**src/hw/rtl/fqs_pkg.sv**
```systemverilog
// ----------------------------------------------------------------------------
// fqs_pkg
// Shared types, codes and constants of the searchable queue.
// ----------------------------------------------------------------------------
package fqs_pkg;

	localparam int DEPTH_DEFAULT = 16;
	localparam int VALUE_W       = 32;
	localparam int OCC_W         = 5;

	typedef enum logic [1:0] {
		REQ_INSERT = 2'd0,
		REQ_REMOVE = 2'd1,
		REQ_SEARCH = 2'd2,
		REQ_COUNT  = 2'd3
	} req_type_t;

	typedef enum logic [1:0] {
		STAT_OK       = 2'd0,
		STAT_EMPTY    = 2'd1,
		STAT_FULL     = 2'd2,
		STAT_NOTFOUND = 2'd3
	} status_code_t;

	typedef struct packed {
		req_type_t                  req_type;
		logic signed [VALUE_W-1:0]  value;
	} in_item_t;

	typedef struct packed {
		status_code_t               status;
		logic signed [VALUE_W-1:0]  removed_value;
		logic                       found;
		logic [OCC_W-1:0]           occupancy;
	} out_item_t;

	typedef enum logic [1:0] {
		ST_IDLE,
		ST_EXEC,
		ST_REMOVE,
		ST_SCAN
	} ctrl_state_t;

	// Commands from the controller to the datapath.
	typedef struct packed {
		logic         capture;
		logic         write_tail;
		logic         pop_head;
		logic         rd_head;
		logic         scan_step;
		logic         load_out;
		status_code_t status;
		logic         found;
	} cmd_t;

	// Status from the datapath to the controller.
	typedef struct packed {
		req_type_t req_type;
		logic      full;
		logic      empty;
		logic      match;
		logic      last;
		logic      out_free;
	} dp_status_t;

endpackage

```
**src/hw/rtl/fifo_queue_with_search.sv**
```systemverilog
// Insert and count load their result in the execution state; remove reads the head first.
// A search reads the head and then compares the held entries in turn until a result loads.
// Throughput: one request at a time; the next is taken the cycle after a result loads.
// The search rate is one entry per cycle, set by the single read port of the ring store.
// Reset (arst_n low) empties the queue at once; store contents are left as they are.
// ----------------------------------------------------------------------------
// fifo_queue_with_search
// First-in first-out queue of signed 32-bit values in a ring store, with
// insert, remove, linear search and count requests.
// ----------------------------------------------------------------------------
module fifo_queue_with_search #(
	parameter int DEPTH = fqs_pkg::DEPTH_DEFAULT
) (
	input  logic               clk,
	input  logic               arst_n,
	input  logic               req_valid,
	output logic               req_stall,
	input  fqs_pkg::in_item_t  req,
	output logic               rsp_valid,
	input  logic               rsp_stall,
	output fqs_pkg::out_item_t rsp
);

	// The controller steps each item through capture, execution and, for a
	// remove or a search, the reads of the ring store. The datapath holds the
	// pointers, the entry count and a result register, so a finished result
	// can wait for the consumer while the next item is already being taken.
	fqs_pkg::cmd_t       cmd;
	fqs_pkg::dp_status_t sts;

	fqs_ctrl u_ctrl (
		.clk       (clk),
		.arst_n    (arst_n),
		.req_valid (req_valid),
		.req_stall (req_stall),
		.cmd       (cmd),
		.sts       (sts)
	);

	// A search reads the head entry first and then walks toward the tail one
	// entry per cycle, stopping at the first entry equal on all 32 bits or
	// after the last held entry.
	fqs_datapath #(
		.DEPTH (DEPTH)
	) u_datapath (
		.clk       (clk),
		.arst_n    (arst_n),
		.req       (req),
		.cmd       (cmd),
		.sts       (sts),
		.rsp_valid (rsp_valid),
		.rsp_stall (rsp_stall),
		.rsp       (rsp)
	);

endmodule

```
**src/hw/rtl/fqs_ctrl.sv**
```systemverilog
// ----------------------------------------------------------------------------
// fqs_ctrl
// Sequencer that steps one request at a time through the queue datapath.
// ----------------------------------------------------------------------------
module fqs_ctrl (
	input  logic               clk,
	input  logic               arst_n,
	input  logic               req_valid,
	output logic               req_stall,
	output fqs_pkg::cmd_t      cmd,
	input  fqs_pkg::dp_status_t sts
);

	fqs_pkg::ctrl_state_t state_q, state_next;

	always_ff @(posedge clk or negedge arst_n) begin
		if (!arst_n) begin
			state_q <= fqs_pkg::ST_IDLE;
		end else begin
			state_q <= state_next;
		end
	end

	// Next state.
	always_comb begin
		state_next = state_q;
		case (state_q)
			fqs_pkg::ST_IDLE: begin
				if (req_valid) begin
					state_next = fqs_pkg::ST_EXEC;
				end
			end
			fqs_pkg::ST_EXEC: begin
				case (sts.req_type)
					fqs_pkg::REQ_REMOVE: begin
						if (!sts.empty) begin
							state_next = fqs_pkg::ST_REMOVE;
						end else if (sts.out_free) begin
							state_next = fqs_pkg::ST_IDLE;
						end
					end
					fqs_pkg::REQ_SEARCH: begin
						if (!sts.empty) begin
							state_next = fqs_pkg::ST_SCAN;
						end else if (sts.out_free) begin
							state_next = fqs_pkg::ST_IDLE;
						end
					end
					default: begin
						if (sts.out_free) begin
							state_next = fqs_pkg::ST_IDLE;
						end
					end
				endcase
			end
			fqs_pkg::ST_REMOVE: begin
				if (sts.out_free) begin
					state_next = fqs_pkg::ST_IDLE;
				end
			end
			fqs_pkg::ST_SCAN: begin
				if ((sts.match || sts.last) && sts.out_free) begin
					state_next = fqs_pkg::ST_IDLE;
				end
			end
			default: begin
				state_next = fqs_pkg::ST_IDLE;
			end
		endcase
	end

	// Outputs.
	always_comb begin
		cmd        = '0;
		cmd.status = fqs_pkg::STAT_OK;
		req_stall  = 1'b1;
		case (state_q)
			fqs_pkg::ST_IDLE: begin
				req_stall   = 1'b0;
				cmd.capture = req_valid;
			end
			fqs_pkg::ST_EXEC: begin
				case (sts.req_type)
					fqs_pkg::REQ_INSERT: begin
						if (sts.out_free) begin
							cmd.load_out = 1'b1;
							if (sts.full) begin
								cmd.status = fqs_pkg::STAT_FULL;
							end else begin
								cmd.write_tail = 1'b1;
							end
						end
					end
					fqs_pkg::REQ_REMOVE, fqs_pkg::REQ_SEARCH: begin
						if (!sts.empty) begin
							cmd.rd_head = 1'b1;
						end else if (sts.out_free) begin
							cmd.load_out = 1'b1;
							cmd.status   = fqs_pkg::STAT_EMPTY;
						end
					end
					default: begin
						cmd.load_out = sts.out_free;
					end
				endcase
			end
			fqs_pkg::ST_REMOVE: begin
				if (sts.out_free) begin
					cmd.load_out = 1'b1;
					cmd.pop_head = 1'b1;
				end
			end
			fqs_pkg::ST_SCAN: begin
				if (sts.match) begin
					if (sts.out_free) begin
						cmd.load_out = 1'b1;
						cmd.found    = 1'b1;
					end
				end else if (sts.last) begin
					if (sts.out_free) begin
						cmd.load_out = 1'b1;
						cmd.status   = fqs_pkg::STAT_NOTFOUND;
					end
				end else begin
					cmd.scan_step = 1'b1;
				end
			end
			default: begin
				req_stall = 1'b1;
			end
		endcase
	end

endmodule

```
**src/hw/rtl/fqs_datapath.sv**
```systemverilog
// ----------------------------------------------------------------------------
// fqs_datapath
// Ring store, head and tail pointers, entry count, scan pointer and the
// result register of the queue.
// ----------------------------------------------------------------------------
module fqs_datapath #(
	parameter int DEPTH = fqs_pkg::DEPTH_DEFAULT
) (
	input  logic                clk,
	input  logic                arst_n,
	input  fqs_pkg::in_item_t   req,
	input  fqs_pkg::cmd_t       cmd,
	output fqs_pkg::dp_status_t sts,
	output logic                rsp_valid,
	input  logic                rsp_stall,
	output fqs_pkg::out_item_t  rsp
);

	localparam int AW = $clog2(DEPTH);
	localparam int CW = $clog2(DEPTH + 1);

	logic signed [fqs_pkg::VALUE_W-1:0] mem [DEPTH];
	logic signed [fqs_pkg::VALUE_W-1:0] rdata_q;
	logic signed [fqs_pkg::VALUE_W-1:0] value_q;
	fqs_pkg::req_type_t                 req_type_q;
	logic [AW-1:0]                      head_q, tail_q, scan_q, rd_addr;
	logic [CW-1:0]                      count_q, left_q, count_next;
	logic                               rd_en;
	logic                               rsp_valid_q;
	fqs_pkg::out_item_t                 rsp_q;

	function automatic logic [AW-1:0] next_idx(input logic [AW-1:0] i);
		return (i == AW'(DEPTH - 1)) ? '0 : i + 1'b1;
	endfunction

	assign rd_en   = cmd.rd_head | cmd.scan_step;
	assign rd_addr = cmd.rd_head ? head_q : scan_q;

	always_comb begin
		count_next = count_q;
		if (cmd.write_tail) begin
			count_next = count_q + 1'b1;
		end else if (cmd.pop_head) begin
			count_next = count_q - 1'b1;
		end
	end

	// Ring store: one write port, one registered read port.
	always_ff @(posedge clk) begin
		if (cmd.write_tail) begin
			mem[tail_q] <= value_q;
		end
		if (rd_en) begin
			rdata_q <= mem[rd_addr];
		end
	end

	always_ff @(posedge clk) begin
		if (cmd.capture) begin
			req_type_q <= req.req_type;
			value_q    <= req.value;
		end
		if (cmd.rd_head) begin
			scan_q <= next_idx(head_q);
			left_q <= count_q;
		end else if (cmd.scan_step) begin
			scan_q <= next_idx(scan_q);
			left_q <= left_q - 1'b1;
		end
		if (cmd.load_out) begin
			rsp_q.status        <= cmd.status;
			rsp_q.removed_value <= cmd.pop_head ? rdata_q : '0;
			rsp_q.found         <= cmd.found;
			rsp_q.occupancy     <= fqs_pkg::OCC_W'(count_next);
		end
	end

	always_ff @(posedge clk or negedge arst_n) begin
		if (!arst_n) begin
			head_q      <= '0;
			tail_q      <= '0;
			count_q     <= '0;
			rsp_valid_q <= 1'b0;
		end else begin
			if (cmd.write_tail) begin
				tail_q <= next_idx(tail_q);
			end
			if (cmd.pop_head) begin
				head_q <= next_idx(head_q);
			end
			count_q <= count_next;
			if (cmd.load_out) begin
				rsp_valid_q <= 1'b1;
			end else if (!rsp_stall) begin
				rsp_valid_q <= 1'b0;
			end
		end
	end

	assign sts.req_type = req_type_q;
	assign sts.full     = (count_q == CW'(DEPTH));
	assign sts.empty    = (count_q == '0);
	assign sts.match    = (rdata_q == value_q);
	assign sts.last     = (left_q == CW'(1));
	assign sts.out_free = !rsp_valid_q || !rsp_stall;

	assign rsp_valid = rsp_valid_q;
	assign rsp       = rsp_q;

endmodule

```
**config.mk**
```make
export PLATFORM = sky130hd
export DESIGN_NAME = fifo_queue_with_search
export DESIGN_NICKNAME = d
export VERILOG_FILES = /design/src/hw/rtl/fqs_pkg.sv /design/src/hw/rtl/fifo_queue_with_search.sv /design/src/hw/rtl/fqs_ctrl.sv /design/src/hw/rtl/fqs_datapath.sv
export SDC_FILE = /design/constraint.sdc
export NUM_CORES = 1
export LEC_CHECK = 0
export ABC_AREA = 1
export BUFFER_PORTS_ARGS = -buffer_cell sky130_fd_sc_hd__buf_2
export CORE_MARGIN = 2
export CORE_UTILIZATION = 40
export DETAILED_ROUTE_END_ITERATION = 8
export GPL_ROUTABILITY_DRIVEN = 0
export PLACE_DENSITY = 0.66
export SLEW_MARGIN = 20
export SYNTH_ARGS = -nofsm -noshare
export SYNTH_HDL_FRONTEND = slang
export SYNTH_SLANG_ARGS = --single-unit
export TNS_END_PERCENT = 20
```
**constraint.sdc**
```tcl
create_clock -name clk -period 7 [get_ports clk]
set_clock_uncertainty 0.05 [all_clocks]
set_input_delay 1.4 -clock clk [delete_from_list [all_inputs] [get_ports clk]]
set_output_delay 1.4 -clock clk [all_outputs]
set_load 0.1 [all_outputs]
```
# After elaboration in Yosys (flattened, before gate mapping)
# Memory sizes are Yosys's and may differ from the RTL's. A register that Yosys moved wholly into a read port is not among the register bits.
# Cells that the tools add are included.
dict set report totals {
  regBits 99
  ram_bits 512
  memories 1
}
dict set report op_classes {
  addsub 6
  n_eq_ne 14
  muxes 47
  n_bitwise 1
  n_reduce_logical 12
}
# memory depth word_bits read_ports rd_clocked_by_memory_dff wr line_no
set memory_table {}
lappend memory_table {u_datapath.mem 16 32 1 1 1 fqs_datapath.sv:22} ;# logic signed [fqs_pkg::VALUE_W-1:0] mem [DEPTH];
# op n
set ops {}
lappend ops {{== test 32 bit} 1}
lappend ops {{2-to-1 mux 4 bit} 6}
lappend ops {{2-to-1 mux 5 bit} 4}
lappend ops {{2-to-1 mux 1 bit} 19}
lappend ops {{2-to-1 mux 3 bit} 5}
lappend ops {{2-to-1 mux 2 bit} 7}
lappend ops {{adder 4 x 1 -> 4 bit (second input constant)} 3}
lappend ops {{== test 4 bit (second input constant)} 3}
lappend ops {{case mux 2 bit (2 select lines)} 3}
lappend ops {{subtractor 5 x 1 -> 5 bit (second input constant)} 2}
lappend ops {{case mux 2 bit (4 select lines)} 1}
lappend ops {{== test 2 bit (second input constant)} 3}
lappend ops {{adder 5 x 1 -> 5 bit (second input constant)} 1}
lappend ops {{== test 5 x 1 -> 1 bit (second input constant)} 1}
lappend ops {{== test 5 bit (second input constant)} 1}
lappend ops {{logical NOT 5 bit} 1}
lappend ops {{== test 2 x 1 -> 1 bit (second input constant)} 2}
lappend ops {{logical NOT 2 bit} 2}
lappend ops {{!= test 2 x 1 -> 1 bit (second input constant)} 2}
lappend ops {{AND reduction 2 bit} 2}
lappend ops {{case mux 1 bit (3 select lines)} 1}
lappend ops {{logical NOT 1 bit} 2}
lappend ops {{logical OR 1 bit} 2}
lappend ops {{!= test 2 bit (second input constant)} 1}
lappend ops {{other kinds (5)} 5}

# Longest topological paths before layout
# Gate-level depths: netlist of the first run.
dict set report depth {
  depth_word 7
  ltp_mapped 15
  ltp_nobuf 13
}

# Cells and area by module
# Synthesis of the first run repeated with hierarchy kept, for this count alone.
dict set report hier_totals {
  cells_unflattened 2479
  area_unflattened_um2 27432.6
}
# mod n_inst cells_each area_per_inst_um2 seq_area_each_um2
set modules_own_cells {}
lappend modules_own_cells {fqs_datapath 1 2425 27109.8 19178.4}
lappend modules_own_cells {fqs_ctrl 1 54 322.8 50.0}

# Least setup slack after synthesis of the first run
# Ideal clock, no wire load.
dict set report synth_timing {
  path_kind {input to register}
  startpoint {in rsp_stall}
  endpoint {mem u_datapath.mem[0][0] (netlist bit) (enable)}
  setup_time_ps 421
  t_arrival_ps 3633
  setup_slack_ps 2896
  cell_stages 6
  cell_sequence {nand2_1 > nand3_1 > nor2_1 > clkbuf_1 > nand2_1 > nor2_1}
}
dict set report synth_via {
  elab_chain_cells 7
}
# element line_no
set synth_lines {}
lappend synth_lines {{from (decl)} fifo_queue_with_search.sv:20} ;# input logic rsp_stall,
lappend synth_lines {{logical NOT 1 bit} n/a}
lappend synth_lines {{logical OR 1 bit} fqs_datapath.sv:105} ;# assign sts.out_free = !rsp_valid_q || !rsp_stall;
lappend synth_lines {{2-to-1 mux 1 bit} fqs_ctrl.sv:85} ;# if (sts.out_free) begin
lappend synth_lines {{2-to-1 mux 1 bit} fqs_ctrl.sv:83} ;# case (sts.req_type)
lappend synth_lines {{2-to-1 mux 1 bit} fqs_ctrl.sv:77} ;# case (state_q)
lappend synth_lines {{2-to-1 mux 1 bit} fqs_datapath.sv:50} ;# if (cmd.write_tail) begin
lappend synth_lines {{2-to-1 mux 1 bit (not written as such)} fqs_datapath.sv:51} ;# mem[tail_q] <= value_q;
lappend synth_lines {{to (decl)} fqs_datapath.sv:22}
# No other way between the ends.

# Worst setup path in the final report of the first run
dict set report layout_timing {
  startpoint {reg u_datapath.count_q[0]}
  endpoint {reg u_datapath.rdata_q[6] (netlist bit) (read register of u_datapath.mem), data pin}
}
dict set report layout_via {
  elab_chain_cells 5
}
# element line_no
set layout_lines {}
lappend layout_lines {{from (decl)} fqs_datapath.sv:27} ;# logic [CW-1:0] count_q, left_q, count_next;
lappend layout_lines {{from (signal assigned)} fqs_datapath.sv:91} ;# count_q <= count_next;
lappend layout_lines {{logical NOT 5 bit *} fqs_datapath.sv:102} ;# assign sts.empty = (count_q == '0);
lappend layout_lines {{2-to-1 mux 1 bit *} fqs_ctrl.sv:95} ;# if (!sts.empty) begin
lappend layout_lines {{2-to-1 mux 1 bit *} fqs_ctrl.sv:83}
lappend layout_lines {{2-to-1 mux 1 bit *} fqs_ctrl.sv:77}
lappend layout_lines {{2-to-1 mux 4 bit or bitwise OR 1 bit (tied branches)} {fqs_datapath.sv:37, fqs_datapath.sv:36}}
lappend layout_lines {{to (decl)} fqs_datapath.sv:23} ;# logic signed [fqs_pkg::VALUE_W-1:0] rdata_q;
# Mark *: on every way between the ends. The rest lies on a longest branch, timed or not.
# A chain may end at the register's enable or synchronous reset.

==> results of run 1 <==
[worst reg2reg max path, delay by kind of cell, from the launching register on]
kind / cells / cell delay [ns]
buffers and inverters: 2 / 0.67
adder cells (fa/ha/maj): 1 / 0.21
flip-flops: 1 / 0.40
AND/OR/NAND/NOR: 9 / 2.35
[per-layer routing]
| metal | GRT usage (%) | up-vias | share of wire, % |
|---|---|---|---|
| met3 | 2.66 | 131 | 6.1 |
| met2 | 31.2 | 636 | 49 |
| met1 | 24.1 | 8837 | 41 |
| met5 | 0 | - | 0.020 |
| met4 | 7.70 | 2 | 3.3 |
| li1 | - | 8507 | - |
[synth_stat cells, drive strengths merged]
master  number  area, um^2
edfxtp     627       18800
nand2      625        2370
nand3      597        3000
inv        332        1250
buf        127         648
nor2        70         278
o21ai       26         134
xnor2       21         184
dfrtp       16         400
ha          15         188
clkbuf      11        41.3
or2          7        43.8
xor2         7        61.3
nor3         5        25.0
nand4        4        25.0
a21oi        2        10.0
a32o         1        10.0
nand3b       1        7.51
nor3b        1        7.51
nor4         1        6.26
o211a        1        10.0
o22ai        1        6.26
o311ai       1        8.76
o31ai        1        7.51
o41ai        1        8.76
[flip-flops by register name, indices dropped and copies added (netlist names)]
| register | cells |
|---|---|
| u_datapath.mem | 512 |
| u_datapath.rsp | 40 |
| u_datapath.rdata_q | 32 |
| u_datapath.value_q | 32 |
| u_datapath.count_q | 5 |
| u_datapath.left_q | 5 |
| u_datapath.head_q | 4 |
| u_datapath.scan_q | 4 |
| u_datapath.tail_q | 4 |
| u_ctrl.state_q | 2 |
| u_datapath.req_type_q | 2 |
| u_datapath.rsp_valid | 1 |
[report_power, final]
group / switching [mW] / internal (mW)
Sequential: 0.351 / 4.89
Combinational: 3.74 / 1.26
Clock: 1.42 / 1.92
Total: 5.51 / 8.07
[logic make-up after synthesis]
kind of cell             count (synthesis)  share of synthesized area (%)
XOR/XNOR                                28                          0.890
buffers and inverters                  470                           7.03
flip-flops                             643                           69.8
AO/OA/AOI/OAI                           34                          0.708
AND/OR/NAND/NOR                       1311                           20.9
adder cells (fa/ha/maj)                 15                          0.681
[worst max path at each step]
stage,from,to,slack (ns),cells after the start
floorplan,rsp_stall,u_datapath.mem[0][0],2.90,6
global placement,rsp_stall,u_datapath.rsp[10],2.69,7
detailed placement,rsp_stall,u_datapath.rsp[9],2.69,7
CTS,u_datapath.count_q[0],u_datapath.rdata_q[19],3.10,12
global route,u_datapath.count_q[0],u_datapath.rdata_q[27],2.73,12
finish,u_datapath.count_q[0],u_datapath.rdata_q[6],3.09,12
[cell type report]
cell class | instances | area (um^2) | area share (%)
Clock inverter | 25 | 156 | 0.503
Clock buffer | 92 | 1890 | 6.06
Inverter | 332 | 1250 | 4.01
Tap cell | 882 | 1100 | 3.55
Multi-Input combinational cell | 1388 | 6590 | 21.2
Sequential cell | 643 | 19200 | 61.8
Timing Repair Buffer | 115 | 883 | 2.84
==> flow_summary.json, run 1 <==
{
  "cts_setup_buffers": 0,
  "p_leak_nw": 12.5,
  "fin_util_pct": 45.5,
  "avgSynthCellArea_um2": 11.0,
  "grt_pass1_wl_um": 102000,
  "grt_usage_pct": 18.5,
  "vias": 18113,
  "r2r_cells": 12,
  "ant_nets": 0,
  "layout_setup_ws_ns": 3.09,
  "cpMostUsedCell": "nand3_1",
  "fin_hold_ws_ns": 0.449,
  "coreArea_mm2": 0.0683,
  "setup_tns_ns": 0,
  "hp-class": "reg -> reg",
  "dr.pass1.iters": 6,
  "grt_start_max_net_pins": 133,
  "htree_levels": 3,
  "required_ns": 7.29,
  "antenna_cells": 0,
  "cap_violations": 0,
  "hold_end": "u_datapath.count_q[4]",
  "drive_gt1_share_pct": 9.48,
  "cts_buffers": 67,
  "worstReg2RegStart": "u_datapath.count_q[0]",
  "post-place-ws_ns": 2.69,
  "path_clk_slew_ns": 0.06,
  "worst-path-buf-inv": 2,
  "cts_hold_buf": 0,
  "row_count": 96,
  "placedCellCount": 3359,
  "cts_root_buffer": "clkbuf_16",
  "grt.overflow.total": 0,
  "worstHoldPathCells": 1,
  "ir_drop_v": 0.000401,
  "synth_nets": 2554,
  "clk_latency_ns": 0.59,
  "numPortBuffers": 79,
  "finalNetCount": 2600,
  "dieHeight_um": 266,
  "slew-limit-headroom_pct": 27.2,
  "finalPower_mw": 13.6,
  "final_cells": 3477,
  "max_freq_mhz": 256,
  "max_slew.worst_pin.slew_ns": 1.09,
  "synthCells": 2501,
  "path_class": "reg -> reg",
  "fin_area_mm2": 0.0311,
  "place_area_mm2": 0.0290,
  "initial_core_util_pct": 40.3,
  "clockBufferDepth": 3,
  "grt_pass1_vias": 17824,
  "wire_per_inst_um": 18.8,
  "endpoint_kind": "flop",
  "regToRegSetupSlack_ns": 3.09,
  "die_w_um": 266,
  "fin_crit_ns": 3.91,
  "ys_types": 34,
  "syn_area_mm2": 0.0276,
  "final-hold-violation-count": 0,
  "cts_sinks": 643,
  "antenna_found_initial": 1,
  "ys_ff_latch": 643,
  "yosysWarnings": 0,
  "arrival_ns": 4.20,
  "cpLargestDelayFamily": "simple AND/OR/NAND/NOR gates",
  "slowest_stage": "nand2_8",
  "cts.repair.resized": 0,
  "routed_wl_um": 65500,
  "viasPerCell": 5.21,
  "hpwl_um": 36500,
  "outcome": "finished, final reports clean",
  "rr_endpoint": "u_datapath.rdata_q[6]",
  "report.final.slew_viol_count": 0,
  "nFillCells": 6050,
  "yosysSeqAreaShare_pct": 69.8,
  "cts_tree": "yes",
  "final_common_cell": "edfxtp_1",
  "ios": 80,
  "syn2layout_area_growth_pct": 12.9,
  "hp-start": "u_datapath.count_q[4]",
  "post-route-period-util_pct": 55.9,
  "path_cells": "inv_1 -> ha_1 -> nand3_2 -> nand2_4 -> nand2_8 -> nand2_8 -> buf_12 -> nand2_1 -> nand3_1 -> nand3_1 -> nand3_1 -> nand2_1",
  "critPathMaxStageDelay_ns": 0.76,
  "die-area_mm2": 0.0710,
  "drc": 0,
  "startpoint_type": "flop",
  "powerDensity_mw_per_mm2": 437,
  "rsz0062_at_grt": "false",
  "final_cell_mix": "edfxtp_1 (627), nand2_1 (620), nand3_1 (594)",
  "drt_iter0_markers": 1708,
  "setup_violations": 0,
  "cp_max_fo": 132
}
Power figures use the tool's default switching activity.
==> inputs of run 2 (changes only) <==
--- a/config.mk
+++ b/config.mk
@@ -11,7 +11,7 @@
 export CORE_UTILIZATION = 40
 export DETAILED_ROUTE_END_ITERATION = 8
 export GPL_ROUTABILITY_DRIVEN = 0
-export PLACE_DENSITY = 0.66
+export PLACE_DENSITY = 0.68
 export SLEW_MARGIN = 20
 export SYNTH_ARGS = -nofsm -noshare
 export SYNTH_HDL_FRONTEND = slang
==> constraint.sdc (replaced) <==
create_clock -name clk -period 3.3 [get_ports clk]
set_clock_uncertainty 0.05 [all_clocks]
set_input_delay 0.66 -clock clk [delete_from_list [all_inputs] [get_ports clk]]
set_output_delay 0.66 -clock clk [all_outputs]
set_load 0.1 [all_outputs]
==> run 2 against run 1 <==
Against the previous run:
- design area is 1.6% higher
- utilization is 0.72 points higher
- highest routed layer unchanged
- fmax is 32% higher
- power is 120% higher
- via count is 1.7% higher
- largest power group unchanged
- register-to-register slack worse by 2.8 ns
- worst hold slack worse by 0.27 ns
- routed wire length is 4.0% higher
- critical path type unchanged
- largest cell class unchanged
- first-iteration DRC count is 1.7% higher
- die area stayed put
- worst setup slack worse by 2.8 ns
- global-route usage is 0.94 points higher
==> flow_summary.json, run 2 (same netlist as run 1, synthesis figures left out) <==
{
  "report.final.slew_viol_count": 0,
  "powerDensity_mw_per_mm2": 936,
  "setup_tns_ns": 0,
  "crit_end": "u_datapath.rdata_q[20]",
  "final_cell_mix": "edfxtp_1 (627), nand2_1 (620), nand3_1 (594)",
  "path_clk_slew_ns": 0.06,
  "grt_usage_pct": 19.5,
  "row_count": 96,
  "cp_max_fo": 134,
  "max_freq_mhz": 337,
  "vias": 18415,
  "path_class": "reg -> reg",
  "ir_drop_v": 0.000750,
  "rsz0062_at_grt": "false",
  "numPortBuffers": 79,
  "outcome": "finished, final reports clean",
  "cts_buffers": 68,
  "cts_setup_buffers": 0,
  "power.internal_mw": 17.8,
  "antenna_found_initial": 1,
  "drive_gt1_share_pct": 11.0,
  "grt_pass1_vias": 18466,
  "worstReg2RegStart": "u_datapath.req_type_q[0]",
  "die_w_um": 266,
  "sequentialPowerShare_pct": 37.3,
  "dieHeight_um": 266,
  "arrival_ns": 3.25,
  "fin_crit_ns": 2.97,
  "drt_iter0_markers": 1737,
  "slew-limit-headroom_pct": 32.3,
  "r2r_cells": 13,
  "grt_pass1_wl_um": 106000,
  "clk_latency_ns": 0.60,
  "hpwl_um": 37100,
  "post-route-period-util_pct": 90.0,
  "finalNetCount": 2636,
  "ios": 80,
  "drc": 0,
  "hp-class": "in -> reg",
  "final_common_cell": "edfxtp_1",
  "clockBufferDepth": 3,
  "viasPerCell": 5.24,
  "worstSetupStartpoint": "u_datapath.req_type_q[0]",
  "cap_violations": 0,
  "fin_util_pct": 46.2,
  "antenna_cells": 0,
  "finalPower_mw": 29.6,
  "post-place-ws_ns": 0.366,
  "max_slew.worst_pin.slew_ns": 1.01,
  "coreArea_mm2": 0.0683,
  "wire_per_inst_um": 19.4,
  "power.switching_mw": 11.8,
  "regToRegSetupSlack_ns": 0.33,
  "clockPowerShare_pct": 25.5,
  "rr_endpoint": "u_datapath.rdata_q[20]",
  "hp-start": "req[3]",
  "cts_tree": "yes",
  "swShare_pct": 39.9,
  "largest_reg_flops": 512,
  "endpoint_kind": "flop",
  "routed_wl_um": 68100,
  "syn2layout_area_growth_pct": 14.6,
  "combPwrFrac_pct": 37.3,
  "layout_setup_ws_ns": 0.332,
  "regMostFlops": "u_datapath.mem",
  "ant_nets": 0,
  "p_leak_nw": 12.8,
  "final-hold-violation-count": 0,
  "htree_levels": 3,
  "required_ns": 3.58,
  "cts_root_buffer": "clkbuf_16",
  "grt.overflow.total": 0,
  "die-area_mm2": 0.0710,
  "cts_sinks": 643,
  "setup_violations": 0,
  "grt_start_max_net_pins": 135,
  "dr.pass1.iters": 7,
  "startpoint_type": "flop",
  "initial_core_util_pct": 40.3
}
run 2: cell type report:
type / instances / area [um^2]
clock buffers: 81 / 1830
clock inverters: 41 / 362
fillers: 5948 / 36800
inverters: 332 / 1250
multi-input cells: 1388 / 6590
flip-flops and latches: 643 / 19200
well taps: 882 / 1100
repair buffers: 150 / 1220
run 2: worst min path at each step:
stage	end	slack (ns)	cells past startpoint
floorplan	u_ctrl.state_q[0]	0.31	0
global placement	u_datapath.count_q[4]	0.44	1
detailed placement	u_datapath.count_q[4]	0.45	1
CTS	u_datapath.value_q[27]	0.15	1
global route	u_datapath.value_q[26]	0.16	1
finish	u_datapath.value_q[3]	0.18	1
run 2: power groups by stage:
| stage | registers [mW] | logic (mW) | clock network [mW] |
|---|---|---|---|
| floorplan | 12.4 | 6.62 | 0 |
| global placement | 11.2 | 10.8 | 0 |
| detailed placement | 11.2 | 11.0 | 0 |
| CTS | 11.0 | 11.0 | 7.65 |
| global route | 11.1 | 12.2 | 7.96 |
| finish | 11.0 | 11.0 | 7.53 |
run 2: timing repair:
item | CTS | global route
hold endpoints to repair | 16 | 0
resized for setup | 0 | 0
hold buffers | 1 | 0
run 2: worst max-delay path, cell delays in order (launching register included):
cell and delay (ns):
edfxtp_1 0.38, inv_1 0.07, ha_1 0.32, inv_1 0.08, nor2_4 0.17, nand2_4 0.15, buf_4 0.21, nand2_8 0.13
buf_12 0.42, nand3_1 0.18, nand3_1 0.13, nand3_1 0.08, nand3_1 0.09, nand2_1 0.10
run 2: layer usage:
| metal | track usage, % | share of wire, % | vias to the layer above |
|---|---|---|---|
| met5 | 0 | 0.019 | - |
| met4 | 8.44 | 3.3 | 2 |
| met3 | 3.04 | 7.1 | 154 |
| met2 | 32.5 | 49 | 750 |
| met1 | 25.3 | 41 | 8925 |
| li1 | - | - | 8584 |
run 2: through the flow:
step                std cells  hold WS [ns]  cell area, um^2
finish                   3517         0.180            31600
detailed placement       3394         0.445            29400
global route             3517         0.161            31600
floorplan                2501         0.314            27600
CTS                      3517         0.146            31600
global placement         3394         0.437            29400
